===== config.mk =====
export PLATFORM = sky130hd
export DESIGN_NAME = instruction_format_splitter_core
export DESIGN_NICKNAME = d
export VERILOG_FILES = /design/src/design/ifs_pkg.sv /design/src/design/ifs_matcher.sv /design/src/design/instruction_format_splitter_core.sv
export SDC_FILE = /design/constraint.sdc
export NUM_CORES = 2
export LEC_CHECK = 0
export ABC_CLOCK_PERIOD_IN_PS = 11100
export BUFFER_PORTS_ARGS = -buffer_cell sky130_fd_sc_hd__buf_2
export CAP_MARGIN = 30
export CORE_MARGIN = 10
export CORE_UTILIZATION = 50
export DETAILED_ROUTE_END_ITERATION = 16
export HOLD_SLACK_MARGIN = 0.06
export PLACE_DENSITY_LB_ADDON = 0.05
export SLEW_MARGIN = 30
export SYNTH_ARGS = -nofsm -noshare
export SYNTH_HDL_FRONTEND = slang
export SYNTH_SLANG_ARGS = --single-unit

===== constraint.sdc =====
create_clock -name clk -period 11.1 [get_ports clk]
set_input_delay 2.22 -clock clk [delete_from_list [all_inputs] [get_ports clk]]
set_output_delay 2.22 -clock clk [all_outputs]
set_load 0.03 [all_outputs]

===== src/design/ifs_pkg.sv =====
// ----------------------------------------------------------------------------
// ifs_pkg
// Shared types and codes of the instruction format splitter: template word
// selects, field kinds and the control bundles between core and matcher.
// ----------------------------------------------------------------------------
package ifs_pkg;

    localparam int WORD_W = 32;
    localparam int CNT_W  = 6;

    // template word select codes
    typedef enum logic [2:0] {
        SEL_LENGTH = 3'd0,
        SEL_ONES   = 3'd1,
        SEL_ZEROS  = 3'd2,
        SEL_OPCODE = 3'd3,
        SEL_STARTS = 3'd4
    } word_sel_t;

    // field kind codes
    localparam logic KIND_OPCODE = 1'b0;
    localparam logic KIND_ARG    = 1'b1;

    // one template table write
    typedef struct packed {
        logic              en;
        logic [3:0]        index;
        word_sel_t         sel;
        logic [WORD_W-1:0] value;
    } wr_t;

    // accumulator view seen by the matcher
    typedef struct packed {
        logic              push;
        logic              data_bit;
        logic [CNT_W-1:0]  count;
        logic [WORD_W-1:0] pending;
        logic              clear;
    } acc_t;

    // mask words of one template
    typedef struct packed {
        logic [WORD_W-1:0] ones;
        logic [WORD_W-1:0] zeros;
        logic [WORD_W-1:0] opcode;
        logic [WORD_W-1:0] starts;
    } entry_t;

endpackage


===== src/design/ifs_matcher.sv =====
// ----------------------------------------------------------------------------
// ifs_matcher
// Template table with one consistency lane per entry. Each arriving stream
// bit is checked against one mask position of every entry; a hit is the
// lowest entry that is still consistent and whose length equals the new count.
// ----------------------------------------------------------------------------
module ifs_matcher #(
    parameter int TEMPLATES = 16,
    parameter int IDX_W     = (TEMPLATES > 1) ? $clog2(TEMPLATES) : 1
) (
    input  logic                 clk,
    input  logic                 rst_n,
    input  ifs_pkg::wr_t         wr,
    input  ifs_pkg::acc_t        acc,
    output logic                 hit,
    output logic [IDX_W-1:0]     hit_index,
    input  logic [IDX_W-1:0]     rd_index,
    output ifs_pkg::entry_t      rd_entry
);

    logic [ifs_pkg::CNT_W-1:0]  len_reg    [TEMPLATES];
    logic [ifs_pkg::WORD_W-1:0] ones_reg   [TEMPLATES];
    logic [ifs_pkg::WORD_W-1:0] zeros_reg  [TEMPLATES];
    logic [ifs_pkg::WORD_W-1:0] opcode_reg [TEMPLATES];
    logic [ifs_pkg::WORD_W-1:0] starts_reg [TEMPLATES];
    logic [TEMPLATES-1:0]       ok_ones_reg;
    logic [TEMPLATES-1:0]       ok_zeros_reg;
    logic [TEMPLATES-1:0]       ok_ones_next;
    logic [TEMPLATES-1:0]       ok_zeros_next;
    logic [TEMPLATES-1:0]       lane_hit;
    logic [ifs_pkg::WORD_W-1:0] low_mask;
    logic [ifs_pkg::CNT_W-1:0]  count_inc;
    logic [4:0]                 pos;
    logic                       wr_hit;
    logic [IDX_W-1:0]           widx;
    logic                       ones_fit;
    logic                       zeros_fit;

    assign pos       = acc.count[4:0];
    assign count_inc = acc.count + ifs_pkg::CNT_W'(1);
    assign wr_hit    = wr.en && (32'(wr.index) < TEMPLATES);
    assign widx      = IDX_W'(wr.index);

    // positions already in the accumulator
    always_comb
    begin
        for (int i = 0; i < ifs_pkg::WORD_W; i++)
        begin
            low_mask[i] = (ifs_pkg::CNT_W'(i) < acc.count);
        end
    end

    // a rewritten mask is checked against the bits gathered so far
    assign ones_fit  = ((~acc.pending & wr.value & low_mask) == '0);
    assign zeros_fit = ((acc.pending & wr.value & low_mask) == '0);

    // per-entry check of the incoming bit
    always_comb
    begin
        for (int t = 0; t < TEMPLATES; t++)
        begin
            ok_ones_next[t]  = ok_ones_reg[t] & ~(ones_reg[t][pos] & ~acc.data_bit);
            ok_zeros_next[t] = ok_zeros_reg[t] & ~(zeros_reg[t][pos] & acc.data_bit);
            lane_hit[t]      = ok_ones_next[t] & ok_zeros_next[t]
                               & (len_reg[t] == count_inc);
        end
    end

    // lowest matching entry wins
    always_comb
    begin
        hit_index = '0;
        for (int t = TEMPLATES - 1; t >= 0; t--)
        begin
            if (lane_hit[t])
            begin
                hit_index = IDX_W'(t);
            end
        end
    end

    assign hit = acc.push && (lane_hit != '0);

    // table storage and lane flags
    always_ff @(posedge clk or negedge rst_n)
    begin
        if (!rst_n)
        begin
            for (int t = 0; t < TEMPLATES; t++)
            begin
                len_reg[t]    <= '0;
                ones_reg[t]   <= '0;
                zeros_reg[t]  <= '0;
                opcode_reg[t] <= '0;
                starts_reg[t] <= '0;
            end
            ok_ones_reg  <= '1;
            ok_zeros_reg <= '1;
        end
        else
        begin
            if (acc.clear)
            begin
                ok_ones_reg  <= '1;
                ok_zeros_reg <= '1;
            end
            else if (acc.push)
            begin
                ok_ones_reg  <= ok_ones_next;
                ok_zeros_reg <= ok_zeros_next;
            end
            if (wr_hit)
            begin
                case (wr.sel)
                    ifs_pkg::SEL_LENGTH:
                    begin
                        len_reg[widx] <= wr.value[ifs_pkg::CNT_W-1:0];
                    end
                    ifs_pkg::SEL_ONES:
                    begin
                        ones_reg[widx]    <= wr.value;
                        ok_ones_reg[widx] <= ones_fit;
                    end
                    ifs_pkg::SEL_ZEROS:
                    begin
                        zeros_reg[widx]    <= wr.value;
                        ok_zeros_reg[widx] <= zeros_fit;
                    end
                    ifs_pkg::SEL_OPCODE:
                    begin
                        opcode_reg[widx] <= wr.value;
                    end
                    ifs_pkg::SEL_STARTS:
                    begin
                        starts_reg[widx] <= wr.value;
                    end
                    default:
                    begin
                    end
                endcase
            end
        end
    end

    // read port for the field gathering passes
    assign rd_entry.ones   = ones_reg[rd_index];
    assign rd_entry.zeros  = zeros_reg[rd_index];
    assign rd_entry.opcode = opcode_reg[rd_index];
    assign rd_entry.starts = starts_reg[rd_index];

endmodule


===== src/design/instruction_format_splitter_core.sv =====
// ----------------------------------------------------------------------------
// instruction_format_splitter_core
// Splits a serial bit stream into instructions by template match and emits
// the opcode field followed by each argument field.
// ----------------------------------------------------------------------------
// A data word (mode 0) or a template write (mode 1) is taken only while no
// instruction is being split. When a data bit completes an instruction, the
// core stops taking words while it gathers fields bit-serially from shift
// registers: a load state and a scan over the instruction's bits collect the
// opcode, an emit state puts it out, and if the format has arguments a second
// load state and scan walk the arguments, putting out each one closed by a
// start mark, and a final emit state puts out the last one. Output stalls
// lengthen the hold-off. Matching itself is done as bits arrive, one mask
// position of every template per cycle in which a data bit is taken. Data
// bits beyond the accumulator limit are dropped.
// ----------------------------------------------------------------------------
module instruction_format_splitter_core #(
    parameter int MAX_BITS  = 32,
    parameter int TEMPLATES = 16
) (
    input  logic        clk,
    input  logic        rst_n,
    input  logic        in_valid,
    output logic        in_stall,
    input  logic        mode,
    input  logic        data_bit,
    input  logic [3:0]  entry_index,
    input  logic [2:0]  word_select,
    input  logic [31:0] word_value,
    output logic        out_valid,
    input  logic        out_stall,
    output logic        field_kind,
    output logic [31:0] field_value,
    output logic [5:0]  field_width,
    output logic [3:0]  format_number,
    output logic        last
);

    localparam int LEN_CAP = (MAX_BITS < 32) ? MAX_BITS : 32;
    localparam int IDX_W   = (TEMPLATES > 1) ? $clog2(TEMPLATES) : 1;

    typedef enum logic [2:0] {
        S_IDLE,
        S_LOAD_OP,
        S_SCAN_OP,
        S_EMIT_OP,
        S_LOAD_ARG,
        S_SCAN_ARG,
        S_EMIT_LAST
    } state_t;

    state_t                     state_reg;
    logic [ifs_pkg::WORD_W-1:0] pending_reg;
    logic [ifs_pkg::WORD_W-1:0] pending_next;
    logic [ifs_pkg::CNT_W-1:0]  count_reg;
    logic [IDX_W-1:0]           fmt_reg;
    logic [ifs_pkg::WORD_W-1:0] bits_sr_reg;
    logic [ifs_pkg::WORD_W-1:0] ones_sr_reg;
    logic [ifs_pkg::WORD_W-1:0] zeros_sr_reg;
    logic [ifs_pkg::WORD_W-1:0] op_sr_reg;
    logic [ifs_pkg::WORD_W-1:0] st_sr_reg;
    logic [ifs_pkg::CNT_W-1:0]  pos_reg;
    logic [ifs_pkg::WORD_W-1:0] op_val_reg;
    logic [ifs_pkg::CNT_W-1:0]  op_w_reg;
    logic [ifs_pkg::WORD_W-1:0] arg_val_reg;
    logic [ifs_pkg::CNT_W-1:0]  arg_w_reg;
    logic                       has_arg_reg;
    logic                       open_reg;
    logic                       out_valid_reg;
    logic                       out_kind_reg;
    logic [ifs_pkg::WORD_W-1:0] out_value_reg;
    logic [ifs_pkg::CNT_W-1:0]  out_width_reg;
    logic [3:0]                 out_fmt_reg;
    logic                       out_last_reg;

    ifs_pkg::wr_t               wr;
    ifs_pkg::acc_t              acc;
    ifs_pkg::entry_t            rd_entry;
    logic                       hit;
    logic [IDX_W-1:0]           hit_index;

    logic                       accept;
    logic                       slot_free;
    logic                       finish;
    logic                       cur_bit;
    logic                       is_arg;
    logic                       scan_end;
    logic                       out_load;

    // handshake
    assign in_stall  = (state_reg != S_IDLE);
    assign accept    = in_valid && !in_stall;
    assign slot_free = !out_valid_reg || !out_stall;

    // accumulator update
    assign pending_next = pending_reg
                          | (ifs_pkg::WORD_W'(data_bit) << count_reg[4:0]);

    // bundles to the matcher
    assign wr.en    = accept && mode;
    assign wr.index = entry_index;
    assign wr.sel   = ifs_pkg::word_sel_t'(word_select);
    assign wr.value = word_value;

    assign acc.push     = accept && !mode && (count_reg < ifs_pkg::CNT_W'(LEN_CAP));
    assign acc.data_bit = data_bit;
    assign acc.count    = count_reg;
    assign acc.pending  = pending_reg;
    assign acc.clear    = finish;

    // current serial position
    assign cur_bit  = bits_sr_reg[0];
    assign is_arg   = !(ones_sr_reg[0] | zeros_sr_reg[0]);
    assign scan_end = (pos_reg == count_reg);

    // instruction done once its final field is placed
    assign finish = slot_free
                    && (((state_reg == S_EMIT_OP) && !has_arg_reg)
                        || (state_reg == S_EMIT_LAST));

    // a new output word is placed this cycle
    assign out_load = slot_free
                      && ((state_reg == S_EMIT_OP)
                          || (state_reg == S_EMIT_LAST)
                          || ((state_reg == S_SCAN_ARG) && !scan_end
                              && is_arg && open_reg && st_sr_reg[0]));

    ifs_matcher #(
        .TEMPLATES (TEMPLATES),
        .IDX_W     (IDX_W)
    ) u_matcher (
        .clk       (clk),
        .rst_n     (rst_n),
        .wr        (wr),
        .acc       (acc),
        .hit       (hit),
        .hit_index (hit_index),
        .rd_index  (fmt_reg),
        .rd_entry  (rd_entry)
    );

    // sequencer, shift registers and output word
    always_ff @(posedge clk or negedge rst_n)
    begin
        if (!rst_n)
        begin
            state_reg     <= S_IDLE;
            pending_reg   <= '0;
            count_reg     <= '0;
            out_valid_reg <= 1'b0;
            has_arg_reg   <= 1'b0;
            open_reg      <= 1'b0;
        end
        else
        begin
            out_valid_reg <= out_load || (out_valid_reg && out_stall);
            case (state_reg)
                S_IDLE:
                begin
                    if (acc.push)
                    begin
                        pending_reg <= pending_next;
                        count_reg   <= count_reg + ifs_pkg::CNT_W'(1);
                        if (hit)
                        begin
                            fmt_reg   <= hit_index;
                            state_reg <= S_LOAD_OP;
                        end
                    end
                end
                S_LOAD_OP, S_LOAD_ARG:
                begin
                    bits_sr_reg  <= pending_reg;
                    ones_sr_reg  <= rd_entry.ones;
                    zeros_sr_reg <= rd_entry.zeros;
                    op_sr_reg    <= rd_entry.opcode;
                    st_sr_reg    <= rd_entry.starts;
                    pos_reg      <= '0;
                    if (state_reg == S_LOAD_OP)
                    begin
                        op_val_reg  <= '0;
                        op_w_reg    <= '0;
                        has_arg_reg <= 1'b0;
                        state_reg   <= S_SCAN_OP;
                    end
                    else
                    begin
                        arg_val_reg <= '0;
                        arg_w_reg   <= '0;
                        open_reg    <= 1'b0;
                        state_reg   <= S_SCAN_ARG;
                    end
                end
                S_SCAN_OP:
                begin
                    if (scan_end)
                    begin
                        state_reg <= S_EMIT_OP;
                    end
                    else
                    begin
                        if (op_sr_reg[0])
                        begin
                            op_val_reg[op_w_reg[4:0]] <= cur_bit;
                            op_w_reg <= op_w_reg + ifs_pkg::CNT_W'(1);
                        end
                        has_arg_reg  <= has_arg_reg | is_arg;
                        bits_sr_reg  <= bits_sr_reg >> 1;
                        ones_sr_reg  <= ones_sr_reg >> 1;
                        zeros_sr_reg <= zeros_sr_reg >> 1;
                        op_sr_reg    <= op_sr_reg >> 1;
                        st_sr_reg    <= st_sr_reg >> 1;
                        pos_reg      <= pos_reg + ifs_pkg::CNT_W'(1);
                    end
                end
                S_EMIT_OP:
                begin
                    if (slot_free)
                    begin
                        out_kind_reg  <= ifs_pkg::KIND_OPCODE;
                        out_value_reg <= op_val_reg;
                        out_width_reg <= op_w_reg;
                        out_fmt_reg   <= 4'(fmt_reg);
                        out_last_reg  <= !has_arg_reg;
                        if (has_arg_reg)
                        begin
                            state_reg <= S_LOAD_ARG;
                        end
                        else
                        begin
                            pending_reg <= '0;
                            count_reg   <= '0;
                            state_reg   <= S_IDLE;
                        end
                    end
                end
                S_SCAN_ARG:
                begin
                    if (scan_end)
                    begin
                        state_reg <= S_EMIT_LAST;
                    end
                    else if (!(is_arg && open_reg && st_sr_reg[0]) || slot_free)
                    begin
                        if (is_arg)
                        begin
                            if (open_reg && st_sr_reg[0])
                            begin
                                // start mark closes the open argument
                                out_kind_reg  <= ifs_pkg::KIND_ARG;
                                out_value_reg <= arg_val_reg;
                                out_width_reg <= arg_w_reg;
                                out_fmt_reg   <= 4'(fmt_reg);
                                out_last_reg  <= 1'b0;
                                arg_val_reg   <= ifs_pkg::WORD_W'(cur_bit);
                                arg_w_reg     <= ifs_pkg::CNT_W'(1);
                            end
                            else if (!open_reg)
                            begin
                                open_reg    <= 1'b1;
                                arg_val_reg <= ifs_pkg::WORD_W'(cur_bit);
                                arg_w_reg   <= ifs_pkg::CNT_W'(1);
                            end
                            else
                            begin
                                arg_val_reg[arg_w_reg[4:0]] <= cur_bit;
                                arg_w_reg <= arg_w_reg + ifs_pkg::CNT_W'(1);
                            end
                        end
                        bits_sr_reg  <= bits_sr_reg >> 1;
                        ones_sr_reg  <= ones_sr_reg >> 1;
                        zeros_sr_reg <= zeros_sr_reg >> 1;
                        op_sr_reg    <= op_sr_reg >> 1;
                        st_sr_reg    <= st_sr_reg >> 1;
                        pos_reg      <= pos_reg + ifs_pkg::CNT_W'(1);
                    end
                end
                S_EMIT_LAST:
                begin
                    if (slot_free)
                    begin
                        out_kind_reg  <= ifs_pkg::KIND_ARG;
                        out_value_reg <= arg_val_reg;
                        out_width_reg <= arg_w_reg;
                        out_fmt_reg   <= 4'(fmt_reg);
                        out_last_reg  <= 1'b1;
                        pending_reg   <= '0;
                        count_reg     <= '0;
                        state_reg     <= S_IDLE;
                    end
                end
                default:
                begin
                    state_reg <= S_IDLE;
                end
            endcase
        end
    end

    // output ports
    assign out_valid     = out_valid_reg;
    assign field_kind    = out_kind_reg;
    assign field_value   = out_value_reg;
    assign field_width   = out_width_reg;
    assign format_number = out_fmt_reg;
    assign last          = out_last_reg;

endmodule


; ---- After elaboration in Yosys (flattened, before gate mapping)
; Index checks and enable logic that the tools add are counted.
[op_classes]
add_sub_neg = 4
n_shift = 1
reduce_logical = 66
n_eq_ne = 44
n_mux = 225
n_lt_le_gt_ge = 43
bitwise_logic = 139
[op_table]
columns = cell, n
row1 = $bwmux W512, 4
row2 = $mux W32, 43
row3 = $pmux W32 S3, 7
row4 = $bmux W32 S4, 4
row5 = $bmux W1 S5, 32
row6 = $mux W6, 23
row7 = $and A32 B32 Y32, 4
row8 = $demux W32 S4, 1
row9 = $mux W16, 8
row10 = $pmux W32 S2, 2
row11 = $eq A6 B6 Y1, 17
row12 = $and A1 B1 Y1, 96
row13 = $bwmux W96, 1
row14 = $lt A5 B6 Y1 const A, 16
row15 = $bwmux W32, 2
row16 = $logic_not A32 Y1, 2
row17 = $mux W1, 54
row18 = $pmux W6 S3, 3
row19 = $mux W4, 13
row20 = $lt A4 B6 Y1 const A, 8
row21 = $mux W3, 12
row22 = $not A1 Y1, 33
row23 = $bwmux W16, 2
row24 = $not A32 Y32, 1
row25 = other kinds (46), 134
[totals]
regBits = 2510
inputBits = 45
output_inout_bits = 46

; ---- Longest topological paths before layout
[depth]
depth_word = 22
depth_mapped = 19
mapped_depth_nobuf = 11

; ---- By module
; Synthesis repeated with hierarchy kept, for this count alone.
[hier_totals]
cells_unflattened = 8085
hier_area_um2 = 122238.5
[modules_own_cells]
columns = mod, cells_each, instances, area_per_inst_um2, seq_area_each_um2
row1 = ifs_matcher, 6920, 1, 106736.1, 54492.3
row2 = instruction_format_splitter_core, 1165, 1, 15502.4, 9809.4

; ---- Worst setup path after synthesis
; OpenSTA, ideal clock, no wires.
[synth_timing]
path_type = input to register
startpoint = in out_stall
endpoint = reg bits_sr_reg[0] in the netlist's numbering, enable pin
path_stages = 3
arrival_time_ns = 9.420
required_time_ns = 10.407
setup_ns = 0.693
slack_ns = 0.986
cell_sequence = nand2_1 -> o21ai_0 -> nor2_1
[synth_between]
elab_chain_len = 5
[synth_lines]
columns = item, line_no
row1 = from (decl), instruction_format_splitter_core.sv:31  ; input logic out_stall,
row2 = $logic_not A1 Y1, instruction_format_splitter_core.sv:93  ; assign slot_free = !out_valid_reg || !out_stall;
row3 = $logic_or A1 B1 Y1, instruction_format_splitter_core.sv:93
row4 = $logic_or A1 B1 Y1, instruction_format_splitter_core.sv:243  ; else if (!(is_arg && open_reg && st_sr_reg[0]) || slot_free)
row5 = $ne A2 B1 Y1 (no source line), -
row6 = $reduce_and A5 Y1 (no source line), -
row7 = to (signal assigned), instruction_format_splitter_core.sv:173  ; bits_sr_reg <= pending_reg;
row8 = to (signal assigned), instruction_format_splitter_core.sv:208  ; bits_sr_reg <= bits_sr_reg >> 1;
row9 = to (signal assigned), instruction_format_splitter_core.sv:270  ; bits_sr_reg <= bits_sr_reg >> 1;
row10 = to (decl), instruction_format_splitter_core.sv:57  ; logic [ifs_pkg::WORD_W-1:0] bits_sr_reg;
; No other way between the ends.
; A chain may end at the register's enable or synchronous reset.

; ---- Final worst setup path
[layout_timing]
startpoint = reg count_reg[0] in the netlist's numbering
endpoint = reg fmt_reg[2], enable pin
[layout_between]
elab_chain_len = 10
[layout_lines]
columns = item, line_no
row1 = from (decl), instruction_format_splitter_core.sv:55  ; logic [ifs_pkg::CNT_W-1:0] count_reg;
row2 = from (signal assigned), instruction_format_splitter_core.sv:163  ; count_reg <= count_reg + ifs_pkg::CNT_W'(1);
row3 = $bmux W1 S5 (on tied branches), "ifs_matcher.sv:62, ifs_matcher.sv:63"
row4 = $mux W1 (on tied branches), "ifs_matcher.sv:62, ifs_matcher.sv:63"
row5 = $and A1 B1 Y1 (on tied branches), "ifs_matcher.sv:62, ifs_matcher.sv:63"
row6 = $not A1 Y1 (on tied branches), "ifs_matcher.sv:62, ifs_matcher.sv:63"
row7 = $and A1 B1 Y1 (on tied branches), "ifs_matcher.sv:62, ifs_matcher.sv:63"
row8 = $and A1 B1 Y1, ifs_matcher.sv:64  ; lane_hit[t] = ok_ones_next[t] & ok_zeros_next[t]
row9 = $and A1 B1 Y1, ifs_matcher.sv:65  ; & (len_reg[t] == count_inc);
row10 = $reduce_bool A16 Y1, ifs_matcher.sv:82  ; assign hit = acc.push && (lane_hit != '0);
row11 = $logic_and A1 B1 Y1, ifs_matcher.sv:82
row12 = $reduce_and A4 Y1 (no source line) (*), -
row13 = to (signal assigned), instruction_format_splitter_core.sv:166  ; fmt_reg <= hit_index;
row14 = to (decl), instruction_format_splitter_core.sv:56  ; logic [IDX_W-1:0] fmt_reg;
; Every way passes the cells marked *; elsewhere a longest branch is shown, timed or not. The select of a mux whose other input is x is not followed.

==> out/metrics.yaml <==
worst_slack_ps: 5280
postSynthAreaPerCell_um2: 14.5
wl_per_cell_um: 32.4
start_util_pct: 50.2
critPathRequiredTime_ps: 11710
crit_start: "count_reg[0]"
cp_top_family: "buffers and inverters"
worstReg2RegStart: "count_reg[0]"
antenna_found_initial: 28
cts_tree: "built"
worst_pin_slew_ps: 1050
synthArstFlopShare_pct: 88.4
synthSimpleGateAreaFrac_pct: 4.80
dp_slack_ps: 5160
grt-busiest-layer: "met2"
synth_top_family_by_area: "multiplexers"
drt_wl_total_mm: 378
clock_skew_ps: 57.1
viasPerCell: 6.48
cts.path.max_buffers: 4
die_w_um: 514
drc: 0
ant_nets: 0
drv_cap: 0
rsz0062_at_grt: "no"
place_hpwl_mm: 222
hold_buffers: 0
slew_headroom_pct: 29.1
synthCells: 8433
cts_resized: 0
die_area_um2: 264000
synth_compound_area_share_pct: 2.93
ir_worst_vdd_v: 0.000174
min_from: "u_matcher.opcode_reg[447]"
synthToLayoutAreaGrowth_pct: 10.6
synth_edf_count: 290
crit_path_cell_trace: "buf_4, buf_4, mux4_2, mux2_2, a221o_1, a22oi_1, o2111ai_2, nand4_2, nor2_2, a21oi_2, and3_1"
nets: 8289
grt_start_max_net_pins: 189
status: "finished, final reports clean"
num_vias: 75500
numPortBuffers: 90
p_leak_nw: 62.0
synthXorXnorAreaFrac_pct: 0.967
cts-root-buf: "clkbuf_16"
synthAdderAreaFrac_pct: 0.131
pin_count: 91
cts_max_level: 5
die_h_um: 514
path_clk_slew_ps: 60
power_density_nw_per_um2: 172
ys_seq_area_share_pct: 52.6
firstDrtPassIters: 5
syn-cell-area_um2: 122000
overflow: 0
drt-initial-drc-count: 7929
syn-num-nets: 8490
grt_pass1_wl_mm: 556
final_cell_mix: "dfrtp_1 (2183), mux2_2 (2026), nand2_1 (899)"
muxShareOfSynthArea_pct: 35.5
clkSinkCount: 2510
crit_top_cell: "buf_4"
period_share_pct: 52.5
core_um2: 243000
endpoint_kind: "flop"
grt_usage_pct: 28.3
drive_gt1_share_pct: 44.4
critical_path_class: "flop to flop"
final_common_cell: "dfrtp_1"
ys_ff_latch: 2510
grt_use_met3_pct: 6.37
num_rows: 181
synth.distinct_cells: 91
clk_latency_ps: 950
post_cts_buffers: 0
hold_viol_final: 0
timing.fmax_mhz: 172
ys.flop_type: "dfrtp_1"
setup_violations: 0
layout_min_cycle_time_ps: 5820
hold_class: "flop to flop"
slowest_delay_ps: 970
final.setup.tns_ps: 0
critPathArrivalTime_ps: 6430
use_met1_pct: 40.4
slowest_stage: "dfrtp_4"
yosysWarnings: 0
grt_pass1_vias: 77800
critPathLaunchType: "flop"
path_buf_inv: 2
gp_congestion: 0.905
worstPathMaxFanout: 40
finalMaxSlewViolations: 0
cts_made_buffers: 297
use_met2_pct: 43.2
==> worst paths after layout <==
kind | to | slack [ps] | cells after the start
worst max-delay path | fmt_reg[2] | 5280 | 11
worst min-delay path | u_matcher.opcode_reg[447] | 480 | 2
worst max register to register | fmt_reg[2] | 5280 | 11
worst min register to register | u_matcher.opcode_reg[447] | 480 | 2
max in group asynchronous | u_matcher.opcode_reg[505] | 6100 | 6
min in group asynchronous | u_matcher.ones_reg[340] | 1250 | 1
==> per-layer routing <==
layer | part of all wire (%) | wire length [um] | vias up
met2 | 46 | 173000 | 2868
li1 | - | - | 31000
met5 | 0.015 | 57 | -
met4 | 3.4 | 12900 | 10
met1 | 43 | 162000 | 41000
met3 | 7.9 | 29900 | 689
==> cells by family after synthesis <==
group / after synthesis
compound gates: 568
xor+xnor: 116
fa+ha+maj: 13
buf+inv: 835
flops: 2510
mux: 3015
simple gates: 1376
==> stage by stage <==
stage | cells | area [um^2] | power (W) | hold WS (ps) | utilization [%]
6_report | 11700 | 135000 | 0.0233 | 477 | 55.6
5_1_grt | 11700 | 135000 | 0.0240 | 501 | 55.6
4_1_cts | 11600 | 135000 | 0.0234 | 479 | 55.4
3_5_place_dp | 11100 | 125000 | 0.0137 | 466 | 51.5
3_3_place_gp | 11100 | 125000 | 0.0137 | 456 | 51.4
2_1_floorplan | 8433 | 122000 | 0.0124 | 424 | -
==> layout make-up <==
type                    instances  area (um^2)
repair buffers                301         2560
clock buffers                 437         8710
diodes                          8         20.0
flip-flops and latches       2510        64300
well taps                    3202         4010
multi-input cells            5088        54600
inverters                      34          130
clock inverters                81          825
fillers                     19700       108000
==> report_power, final <==
group / switching (W) / internal, W / leakage (nW) / total (W)
Clock: 0.00388 / 0.00576 / 4.70 / 0.00964
Combinational: 0.00221 / 0.00120 / 24.1 / 0.00341
Sequential: 0.000388 / 0.00985 / 33.1 / 0.0102
Total: 0.00648 / 0.0168 / 62.0 / 0.0233
==> worst reg2reg max path: cells and delay by family, from the launching register on <==
family / cells / cell delay [ps]
AO/OA/AOI/OAI: 4 / 1330
buffers and inverters: 2 / 1630
AND/OR/NAND/NOR: 3 / 630
flip-flops: 1 / 970
multiplexers: 2 / 920
==> synth_stat cells (13+ instances only) <==
cell | instances | area [um^2]
a211o_1 | 18 | 158
a21oi_1 | 103 | 515
a221oi_1 | 13 | 114
a22oi_1 | 31 | 233
and3_1 | 19 | 119
buf_1 | 73 | 274
buf_2 | 69 | 345
buf_6 | 22 | 248
buf_8 | 13 | 195
clkbuf_1 | 603 | 2260
dfrtp_1 | 2188 | 54800
dfstp_2 | 32 | 841
edfxtp_1 | 290 | 8710
inv_1 | 29 | 109
mux2_1 | 13 | 146
mux2_2 | 2026 | 22800
mux2i_1 | 129 | 1290
mux4_1 | 14 | 368
mux4_2 | 832 | 18700
nand2_1 | 945 | 3550
nand3_1 | 96 | 480
nand4_1 | 29 | 181
nor2_1 | 149 | 559
nor2b_1 | 22 | 138
nor3_1 | 23 | 115
nor4_1 | 15 | 93.8
o211ai_1 | 21 | 158
o21ai_0 | 217 | 1090
o21ai_1 | 13 | 65.1
o221ai_1 | 27 | 236
o22ai_1 | 39 | 244
xnor2_1 | 62 | 543
xor2_1 | 41 | 359
No activity file was read; power rests on OpenSTA's default activity.
